===== config.mk =====
export PLATFORM = sky130hd
export DESIGN_NAME = ps2_host_port_controller_core
export DESIGN_NICKNAME = d
export VERILOG_FILES = /design/src/rtl/ps2hpc_pkg.sv /design/src/rtl/ps2_host_port_controller_core.sv /design/src/rtl/ps2hpc_step.sv
export SDC_FILE = /design/constraint.sdc
export NUM_CORES = 1
export LEC_CHECK = 0
export BUFFER_PORTS_ARGS = -buffer_cell sky130_fd_sc_hd__buf_4
export CAP_MARGIN = 20
export CORE_MARGIN = 8
export CORE_UTILIZATION = 59
export DETAILED_ROUTE_END_ITERATION = 10
export GPL_ROUTABILITY_DRIVEN = 0
export GPL_TIMING_DRIVEN = 1
export PLACE_DENSITY = 0.77
export SLEW_MARGIN = 20
export SYNTH_ARGS = -nofsm -noshare
export SYNTH_HDL_FRONTEND = slang
export SYNTH_SLANG_ARGS = --single-unit

===== constraint.sdc =====
create_clock -name aclk -period 4.25 [get_ports aclk]
set_input_delay 0.2125 -clock aclk [delete_from_list [all_inputs] [get_ports aclk]]
set_output_delay 0.2125 -clock aclk [all_outputs]
set_load 0.03 [all_outputs]

===== src/rtl/ps2hpc_pkg.sv =====
`timescale 1ns / 1ps
// ----------------------------------------------------------------------------
// ps2hpc_pkg
// Shared types, codes and constants for the PS/2 host port controller.
// ----------------------------------------------------------------------------
package ps2hpc_pkg;

    // Width of the bit timer; the counter saturates at its all-ones value
    localparam int TIMER_BITS = 16;
    localparam int CFG_BITS   = 16;

    // Configuration register indexes
    localparam logic [1:0] REG_READ_TIMEOUT  = 2'd0;
    localparam logic [1:0] REG_WRITE_TIMEOUT = 2'd1;
    localparam logic [1:0] REG_INHIBIT_HOLD  = 2'd2;

    // Reset values of the configuration registers
    localparam logic [CFG_BITS-1:0] READ_TIMEOUT_RST  = 16'd50;
    localparam logic [CFG_BITS-1:0] WRITE_TIMEOUT_RST = 16'd2000;
    localparam logic [CFG_BITS-1:0] INHIBIT_HOLD_RST  = 16'd120;

    // Event kinds carried on the input beat
    typedef enum logic [1:0] {
        FUNC_EDGE  = 2'd0,
        FUNC_TICK  = 2'd1,
        FUNC_WRITE = 2'd2
    } func_t;

    // Link modes
    typedef enum logic [1:0] {
        MODE_READ    = 2'd0,
        MODE_INHIBIT = 2'd1,
        MODE_WRITE   = 2'd2
    } mode_t;

    // Receive error codes
    typedef enum logic [2:0] {
        RXE_NONE    = 3'd0,
        RXE_START   = 3'd1,
        RXE_PARITY  = 3'd2,
        RXE_STOP    = 3'd3,
        RXE_TIMEOUT = 3'd4
    } rx_err_t;

    // Transmit status codes
    typedef enum logic [1:0] {
        TXS_NONE   = 2'd0,
        TXS_ACKED  = 2'd1,
        TXS_FAILED = 2'd2,
        TXS_BUSY   = 2'd3
    } tx_stat_t;

    // Bit positions of the stop slot and the final (acknowledge) slot in a host write
    localparam logic [3:0] POS_STOP = 4'd10;
    localparam logic [3:0] POS_ACK  = 4'd11;

    // Link state carried between beats
    typedef struct packed {
        mode_t                  mode;
        logic [3:0]             bit_pos;
        logic [7:0]             rx_shift;
        logic [10:0]            tx_frame;
        logic [TIMER_BITS-1:0]  tick_count;
        logic                   timer_armed;
        logic                   clock_drive;
        logic                   data_drive;
    } link_state_t;

    // Timer limits from the configuration registers
    typedef struct packed {
        logic [CFG_BITS-1:0] read_timeout;
        logic [CFG_BITS-1:0] write_timeout;
        logic [CFG_BITS-1:0] inhibit_hold;
    } cfg_t;

    // One result beat
    typedef struct packed {
        tx_stat_t   tx_status;
        rx_err_t    rx_error;
        logic [7:0] rx_byte;
        logic       rx_valid;
        logic       data_pull_low;
        logic       clock_pull_low;
    } result_t;

endpackage


===== src/rtl/ps2_host_port_controller_core.sv =====
`timescale 1ns / 1ps
// ----------------------------------------------------------------------------
// ps2_host_port_controller_core
// Host side of a PS/2 link driven by edge, tick and write-request events.
// ----------------------------------------------------------------------------
//  Channel  Dir  Beat contents
//  s_       in   one event: kind in tuser, data line and write byte in tdata
//  m_       out  one result per event: line drives, rx byte/error, tx status
//  cfg_     in   timer register writes, index 0..2, no read-back
//
//  Each event is taken at the accepting edge, where the link state and the
//  result register are updated together, one beat per cycle while m_tready is high.
//  A result waits in the output register while the next event is taken in
//  the same cycle it leaves; s_tready falls only while it is held unread.
//  Synchronous active-low reset puts the link in read mode with both lines
//  released and loads the default timer limits.
// ----------------------------------------------------------------------------
module ps2_host_port_controller_core
    import ps2hpc_pkg::*;
(
    input  logic                aclk,
    input  logic                aresetn,

    input  logic                s_tvalid,
    output logic                s_tready,
    input  logic [15:0]         s_tdata,   // [0] data_line, [8:1] tx_byte, rest zero
    input  logic [1:0]          s_tuser,   // [1:0] func

    output logic                m_tvalid,
    input  logic                m_tready,
    output logic [15:0]         m_tdata,   // [0] clock_pull_low, [1] data_pull_low,
                                           // [2] rx_valid, [10:3] rx_byte,
                                           // [13:11] rx_error, [15:14] tx_status

    input  logic                cfg_we,
    input  logic [1:0]          cfg_index,
    input  logic [CFG_BITS-1:0] cfg_wdata
);

    cfg_t        cfg_reg;
    link_state_t state_reg;
    link_state_t state_next;
    result_t     res_reg;
    result_t     res_next;
    logic        m_valid_reg;
    logic        accept;

    // Configuration registers
    always_ff @(posedge aclk) begin
        if (!aresetn) begin
            cfg_reg.read_timeout  <= READ_TIMEOUT_RST;
            cfg_reg.write_timeout <= WRITE_TIMEOUT_RST;
            cfg_reg.inhibit_hold  <= INHIBIT_HOLD_RST;
        end else if (cfg_we) begin
            unique case (cfg_index)
                REG_READ_TIMEOUT:  cfg_reg.read_timeout  <= cfg_wdata;
                REG_WRITE_TIMEOUT: cfg_reg.write_timeout <= cfg_wdata;
                REG_INHIBIT_HOLD:  cfg_reg.inhibit_hold  <= cfg_wdata;
                default: begin
                end
            endcase
        end
    end

    // Handshake: take a beat whenever the result slot is free or draining
    assign s_tready = !m_valid_reg || m_tready;
    assign accept   = s_tvalid && s_tready;

    ps2hpc_step u_step (
        .cur       (state_reg),
        .cfg       (cfg_reg),
        .func      (s_tuser),
        .data_line (s_tdata[0]),
        .tx_byte   (s_tdata[8:1]),
        .nxt       (state_next),
        .res       (res_next)
    );

    // Link state
    always_ff @(posedge aclk) begin
        if (!aresetn) begin
            state_reg <= '0;
        end else if (accept) begin
            state_reg <= state_next;
        end
    end

    // Result register
    always_ff @(posedge aclk) begin
        if (!aresetn) begin
            m_valid_reg <= 1'b0;
        end else if (accept) begin
            m_valid_reg <= 1'b1;
        end else if (m_tready) begin
            m_valid_reg <= 1'b0;
        end
    end

    always_ff @(posedge aclk) begin
        if (accept) begin
            res_reg <= res_next;
        end
    end

    assign m_tvalid = m_valid_reg;
    assign m_tdata  = res_reg;

    // Checks
    a_pos_range: assert property (@(posedge aclk) disable iff (!aresetn)
        state_reg.bit_pos <= POS_ACK)
        else $error("bit position beyond ack slot");

    a_read_released: assert property (@(posedge aclk) disable iff (!aresetn)
        state_reg.mode == MODE_READ |-> !state_reg.clock_drive && !state_reg.data_drive)
        else $error("line driven in read mode");

    a_inhibit_clock: assert property (@(posedge aclk) disable iff (!aresetn)
        state_reg.mode == MODE_INHIBIT |-> state_reg.clock_drive && state_reg.timer_armed)
        else $error("inhibit without clock held low");

    a_rx_clean: assert property (@(posedge aclk) disable iff (!aresetn)
        m_valid_reg && res_reg.rx_valid |-> res_reg.rx_error == RXE_NONE)
        else $error("byte reported together with an error");

    a_drive_follows: assert property (@(posedge aclk) disable iff (!aresetn)
        accept |=> res_reg.clock_pull_low == state_reg.clock_drive
                   && res_reg.data_pull_low == state_reg.data_drive)
        else $error("reported drives differ from link state");

endmodule


===== src/rtl/ps2hpc_step.sv =====
`timescale 1ns / 1ps
// ----------------------------------------------------------------------------
// ps2hpc_step
// Next-state and result logic for one event: receive deframing, inhibit
// timing and host write shifting.
// ----------------------------------------------------------------------------
module ps2hpc_step
    import ps2hpc_pkg::*;
(
    input  link_state_t cur,
    input  cfg_t        cfg,
    input  logic [1:0]  func,
    input  logic        data_line,
    input  logic [7:0]  tx_byte,
    output link_state_t nxt,
    output result_t     res
);

    logic [TIMER_BITS-1:0] tick_inc;
    logic [TIMER_BITS-1:0] limit;
    logic                  expired;
    logic [2:0]            rx_idx;

    // Saturating tick count and the limit of the current mode
    always_comb begin
        tick_inc = (&cur.tick_count) ? cur.tick_count : cur.tick_count + 1'b1;
        unique case (cur.mode)
            MODE_READ:    limit = TIMER_BITS'(cfg.read_timeout);
            MODE_INHIBIT: limit = TIMER_BITS'(cfg.inhibit_hold);
            default:      limit = TIMER_BITS'(cfg.write_timeout);
        endcase
        expired = cur.timer_armed && (tick_inc >= limit);
        rx_idx  = 3'(cur.bit_pos - 4'd1);
    end

    always_comb begin
        nxt = cur;
        res = '0;

        unique case (func)
            // Device clock falling edge
            FUNC_EDGE: begin
                if (cur.mode == MODE_READ) begin
                    nxt.timer_armed = 1'b0;
                    nxt.tick_count  = '0;
                    if (cur.bit_pos == 4'd0) begin
                        if (data_line) begin
                            res.rx_error  = RXE_START;
                            nxt.rx_shift  = '0;
                        end else begin
                            nxt.bit_pos     = 4'd1;
                            nxt.timer_armed = 1'b1;
                        end
                    end else if (cur.bit_pos <= 4'd8) begin
                        nxt.rx_shift[rx_idx] = cur.rx_shift[rx_idx] | data_line;
                        nxt.bit_pos          = cur.bit_pos + 4'd1;
                        nxt.timer_armed      = 1'b1;
                    end else if (cur.bit_pos == 4'd9) begin
                        // odd parity over data and parity bit
                        if (!((^cur.rx_shift) ^ data_line)) begin
                            res.rx_error = RXE_PARITY;
                            nxt.bit_pos  = '0;
                            nxt.rx_shift = '0;
                        end else begin
                            nxt.bit_pos     = POS_STOP;
                            nxt.timer_armed = 1'b1;
                        end
                    end else begin
                        if (cur.bit_pos == POS_STOP) begin
                            if (data_line) begin
                                res.rx_valid = 1'b1;
                                res.rx_byte  = cur.rx_shift;
                            end else begin
                                res.rx_error = RXE_STOP;
                            end
                        end
                        nxt.bit_pos  = '0;
                        nxt.rx_shift = '0;
                    end
                end else if (cur.mode == MODE_WRITE) begin
                    if (cur.bit_pos >= 4'd1 && cur.bit_pos <= POS_STOP) begin
                        nxt.data_drive  = ~cur.tx_frame[cur.bit_pos];
                        nxt.bit_pos     = cur.bit_pos + 4'd1;
                        nxt.tick_count  = '0;
                        nxt.timer_armed = 1'b1;
                    end else begin
                        // ack slot: device pulls data low
                        if (cur.bit_pos == POS_ACK && !data_line) begin
                            res.tx_status = TXS_ACKED;
                        end else begin
                            res.tx_status = TXS_FAILED;
                        end
                        nxt = '0;
                    end
                end
            end

            // Time tick
            FUNC_TICK: begin
                if (cur.timer_armed) begin
                    nxt.tick_count = tick_inc;
                end
                if (expired) begin
                    unique case (cur.mode)
                        MODE_READ: begin
                            res.rx_error    = RXE_TIMEOUT;
                            nxt.bit_pos     = '0;
                            nxt.rx_shift    = '0;
                            nxt.timer_armed = 1'b0;
                            nxt.tick_count  = '0;
                        end
                        MODE_INHIBIT: begin
                            // start bit on data, release clock
                            nxt.data_drive  = 1'b1;
                            nxt.clock_drive = 1'b0;
                            nxt.mode        = MODE_WRITE;
                            nxt.bit_pos     = 4'd1;
                            nxt.tick_count  = '0;
                            nxt.timer_armed = 1'b1;
                        end
                        default: begin
                            res.tx_status = TXS_FAILED;
                            nxt           = '0;
                        end
                    endcase
                end
            end

            // Host write request
            FUNC_WRITE: begin
                if (cur.mode != MODE_READ) begin
                    res.tx_status = TXS_BUSY;
                end else begin
                    nxt.tx_frame    = {1'b1, ~(^tx_byte), tx_byte, 1'b0};
                    nxt.bit_pos     = '0;
                    nxt.rx_shift    = '0;
                    nxt.mode        = MODE_INHIBIT;
                    nxt.clock_drive = 1'b1;
                    nxt.data_drive  = 1'b0;
                    nxt.tick_count  = '0;
                    nxt.timer_armed = 1'b1;
                end
            end

            // unused code: nothing changes
            default: begin
            end
        endcase

        res.clock_pull_low = nxt.clock_drive;
        res.data_pull_low  = nxt.data_drive;
    end

endmodule


=== Word-level counts from Yosys, hierarchy flattened ===
Cells that the tools add are included.

* Add/sub/neg operators: 3
* Magnitude comparators: 7
* Equal/unequal tests: 23
* Multiplexer cells: 66
* Bitwise gates (word level): 8
* Reduce and logical (&&, ||, !) cells: 30

{| class="wikitable"
|+ Operators by type and width
! operator !! number
|-
| 44-bit two-way mux || 3
|-
| 44-bit one-hot mux with 3 select lines || 1
|-
| 12-bit two-way mux || 6
|-
| 11-bit two-way mux || 3
|-
| 16-bit two-way mux || 2
|-
| 16-bit one-hot mux with 2 select lines || 1
|-
| 9-bit two-way mux || 3
|-
| 8-bit two-way mux || 3
|-
| 2-bit two-way mux || 11
|-
| 19-bit two-way mux || 1
|-
| 17-bit two-way mux || 1
|-
| 16-bit by 1-bit adder with 16-bit output (second input constant) || 1
|-
| 16-bit >= comparator || 1
|-
| 1-bit two-way mux || 16
|-
| 16-bit AND reduction || 1
|-
| 8-bit AND reduction || 2
|-
| 8-bit XOR reduction || 2
|-
| 4-bit == test (second input constant) || 3
|-
| 4-bit two-way mux || 3
|-
| 2-bit != test (second input constant) || 6
|-
| 5-bit AND reduction || 2
|-
| 3-bit two-way mux || 3
|-
| 9-bit AND reduction || 1
|-
| 8-bit bitwise mux || 1
|-
| 36 further kinds || 60
|}

* Register bits: 109
* Input bits: 41
* Output and inout bits: 18
* Word-level logic and storage cells: 155

=== Depth between registers and ports, before layout ===
* Depth in word-level cells: 10
* Mapped depth: 16
* Mapped depth without buffers: 15

=== By module ===
A second synthesis with hierarchy kept.

* Cell total of the unflattened synthesis: 845
* Area, all modules: 6922.9 µm²

{| class="wikitable"
|+ Modules (own cells, without submodules)
! module !! times used !! cells each !! area an instance (µm²) !! seq. area each (µm²)
|-
| ps2_host_port_controller_core || 1 || 390 || 3965.1 || 2342.2
|-
| ps2hpc_step || 1 || 455 || 2957.8 || 0.0
|}

=== Least setup slack after synthesis ===
No wires, ideal clock.

* Path type: register to register
* Start: register state_reg[3] (netlist name)
* End: register state_reg[3] (netlist name)
* Library setup time: 0.070 ns
* Arrival: 3.320 ns
* Required time: 4.180 ns
* Setup slack: 0.860 ns
* Stages on the path, launching flop included: 16
* Buffers on the path: 0
* Period minus slack after synthesis: 3.390 ns
* Cells stage by stage: dfxtp_1 ha_1 nand3_1 nor3_2 nand3_1 nand2_1 nor2_1 xor2_1 ha_1 a21oi_1 o21ai_0 a21oi_1 o21ai_4 or3_1 or3_1 a21oi_1

* Longest elaborated chain between the ends: 6
* Elaborated cells on any way between the ends: 10
* Classes of those cells: add/sub (1); order compare (1); eq/ne (1); mux (4); reduce/logical (3)

{| class="wikitable"
|+ RTL lines
! element !! line !! text
|-
| start, declared || ps2_host_port_controller_core.sv:41 || <nowiki>link_state_t state_reg;</nowiki>
|-
| start signal, assigned || ps2_host_port_controller_core.sv:84 || <nowiki>state_reg <= state_next;</nowiki>
|-
| 16-bit by 1-bit adder with 16-bit output / 16-bit AND reduction (equally long branches) || ps2hpc_step.sv:26 || <nowiki>tick_inc = (&cur.tick_count) ? cur.tick_count : cur.tick_count + 1'b1;</nowiki>
|-
| 16-bit two-way mux * || ps2hpc_step.sv:26 ||
|-
| 16-bit >= comparator || ps2hpc_step.sv:32 || <nowiki>expired = cur.timer_armed && (tick_inc >= limit);</nowiki>
|-
| 1-bit logical AND || ps2hpc_step.sv:32 ||
|-
| 3-bit by 2-bit != test with 1-bit output (no line) / 44-bit two-way mux (equally long branches) || n/a ||
|-
| 5-bit AND reduction (no line) / 44-bit one-hot mux with 3 select lines (equally long branches) || n/a ||
|}

Mark *: on every way between the ends. The rest lies on a longest branch, timed or not. The select of a mux whose other input is x is not followed.
A chain may end at the register's enable or synchronous reset.

=== Final worst setup path ===
Ends and elaborated chain as after synthesis.

==> results.toml <==
[grt]
overflow = 0
antenna_found_initial = 0
grt_pass1_wl_um = 23300
grt_max_degree = 62
grt_usage_pct = 21.48
grt_pass1_vias = 5055

[synthesis]
async_reset_ff_share_pct = 0
synth_edf_count = 16
synth.area.top_cells = "dfxtp_1, nand2_1, edfxtp_1, a21oi_1, ha_1"
ys_warn_count = 0
synth_cells = 702
syn_nets = 764
synth_top_area_share_pct = 31.53
synth_area_leader_cell = "dfxtp_1"
ys_types = 72
avgSynthCellArea_sq_um = 8.322
ys_ff_latch = 108
yosys-top-cells-count = "nand2_1, dfxtp_1, a21oi_1"
ys_seq_area_share_pct = 39.75
synth_top_flop_cell = "dfxtp_1"
synth_area_sq_mm = 0.005842
post-synth-top-count-cell = "nand2_1"

[cells_and_area]
largest_reg_flops = 48
diodes = 0
drive_gt1_share_pct = 13.75
final_nets = 799
fillerInstances = 844
areaGrowthSynthToFinish_pct = 11.42
final_util_pct = 67.21
fin_cells = 875

[die]
die_w_um = 115.5
die_area_sq_mm = 0.01334
placementRows = 36
start_util_pct = 60.32
ioPinCount = 59
die_h_um = 115.5
core_sq_mm = 0.009684

[route]
vias_per_cell = 6.026
ant_nets = 0
first_pass_iters = 7
wl_per_cell_um = 16.28
first_iter_violations = 346
vias = 5273
drc_errors = 0
wirelength_um = 14240

[clocking]
cts_resized = 0
cts_tree = "yes"
cts_buffers = 9
cts_root_buf = "clkbuf_8"
hold_buffers = 0
path_clk_slew_ns = 0.11
clockBufferDepth = 2
cts.sinks = 108
htreeDepth = 3
clock_latency_ns = 0.38

[setup_path]
cp-start-kind = "register"
critPathRequiredTime_ns = 4.54
cp_top_family = "simple AND/OR/NAND/NOR gates"
crit_buf_inv = 0
path_max_fanout = 9
end_kind = "register"
critPathArrivalTime_ns = 4.21
cp_common_cell = "a21oi_1"
slowest_stage = "or3_1"
cpPeakStageDelay_ns = 0.45
crit_type = "reg2reg"
crit_chain = "ha_1 > nand3_1 > nor3_2 > nand3_1 > nand2_1 > nor2_1 > xor2_1 > ha_1 > a21oi_1 > o21ai_0 > a21oi_1 > o21ai_4 > or3_1 > or3_1 > a21oi_1"

[timing]
relSlewSlack_pct = 42.44
fin_crit_sh_pct = 92.35
hold_viol_final = 0
finalCriticalPeriod_ns = 3.925
finClkSkew_ns = 0.01552
slew_violations = 0
tightest_slew_ns = 0.8624
fmax_mhz = 254.8
tns_ns = 0
finalWorstSetupSlack_ns = 0.3252
finalSetupViolations = 0
grt_setup_unrepaired = "no"
fin_hold_ws_ns = 0.05396

[placement]
portBuffers = 51
place_ws_ns = 0.4663
place_hpwl_um = 9899
dpl.cell_count = 856

[power_and_ir_drop]
leakage_uw = 0.002542
ir_drop_mv = 0.1856
powerDensity_mw_per_mm2 = 301.0

[flow_run]
cap_violations = 0

[min_path]
hold_path.class = "in2reg"

[outcome]
outcome = "finished clean"
## layout make-up
type / count / area, sq um / area share [%]
Multi-Input combinational cell: 543 / 3308 / 50.83
Timing Repair Buffer: 63 / 473.0 / 7.266
Tap cell: 133 / 166.4 / 2.557
Sequential cell: 108 / 2323 / 35.70
Clock inverter: 7 / 67.56 / 1.038
Inverter: 12 / 46.29 / 0.7113
Clock buffer: 9 / 123.9 / 1.903
## timing repair
action                     CTS  global route
setup endpoints to repair    0             3
buffers inserted             0             3
hold endpoints to repair     0             0
## per-layer routing
metal	GRT usage, %	wire (um)	vias up
met5	0	0	-
met2	39.30	7306	158
met3	4.065	669	30
met1	24.01	5958	2506
met4	8.319	310	0
li1	-	-	2579
## path summary, 6_finish.rpt
path / slack, ns / cells past startpoint / startpoint / to
min: 0.05 / 2 / s_tdata[6] / state_reg[25]
max: 0.33 / 15 / state_reg[3] / state_reg[3]
max reg2reg: 0.33 / 15 / state_reg[3] / state_reg[3]
min reg2reg: 0.46 / 1 / state_reg[29] / state_reg[29]
## power breakdown
group	internal [uW]	total [uW]	leakage, uW	switching (uW)
clock network	228	613	0.0000954	385
registers	1070	1090	0.000910	18.1
logic	97.5	260	0.00154	162
## cells in the final DEF (no fill, tap or decap), types with 10 or more instances in the layout
cell        n
mux2i_1    20
buf_4      63
o21ai_1    10
nor3_1     11
a22oi_1    10
nor2_1     63
nand3_1    28
a21oi_1    86
nand2_1   131
ha_1       21
o211ai_1   10
dfxtp_1    91
edfxtp_1   16
xnor2_1    16
## through the flow
| step | area, sq um | power (uW) |
|---|---|---|
| after floorplan | 5842 | 1279 |
| after global placement | 6292 | 1359 |
| after detailed placement | 6292 | 1366 |
| after CTS | 6484 | 1970 |
| after global routing | 6509 | 2038 |
| final | 6509 | 1959 |
## logic make-up after synthesis
group	Yosys count	synth area share [%]
AO/OA/AOI/OAI	188	21.08
XOR/XNOR	25	4.434
adder cells (fa/ha/maj)	21	4.498
buffers and inverters	51	3.620
flip-flops	108	39.75
multiplexers	24	4.391
AND/OR/NAND/NOR	285	22.23
Note: power is estimated with default switching activity, not from simulation.
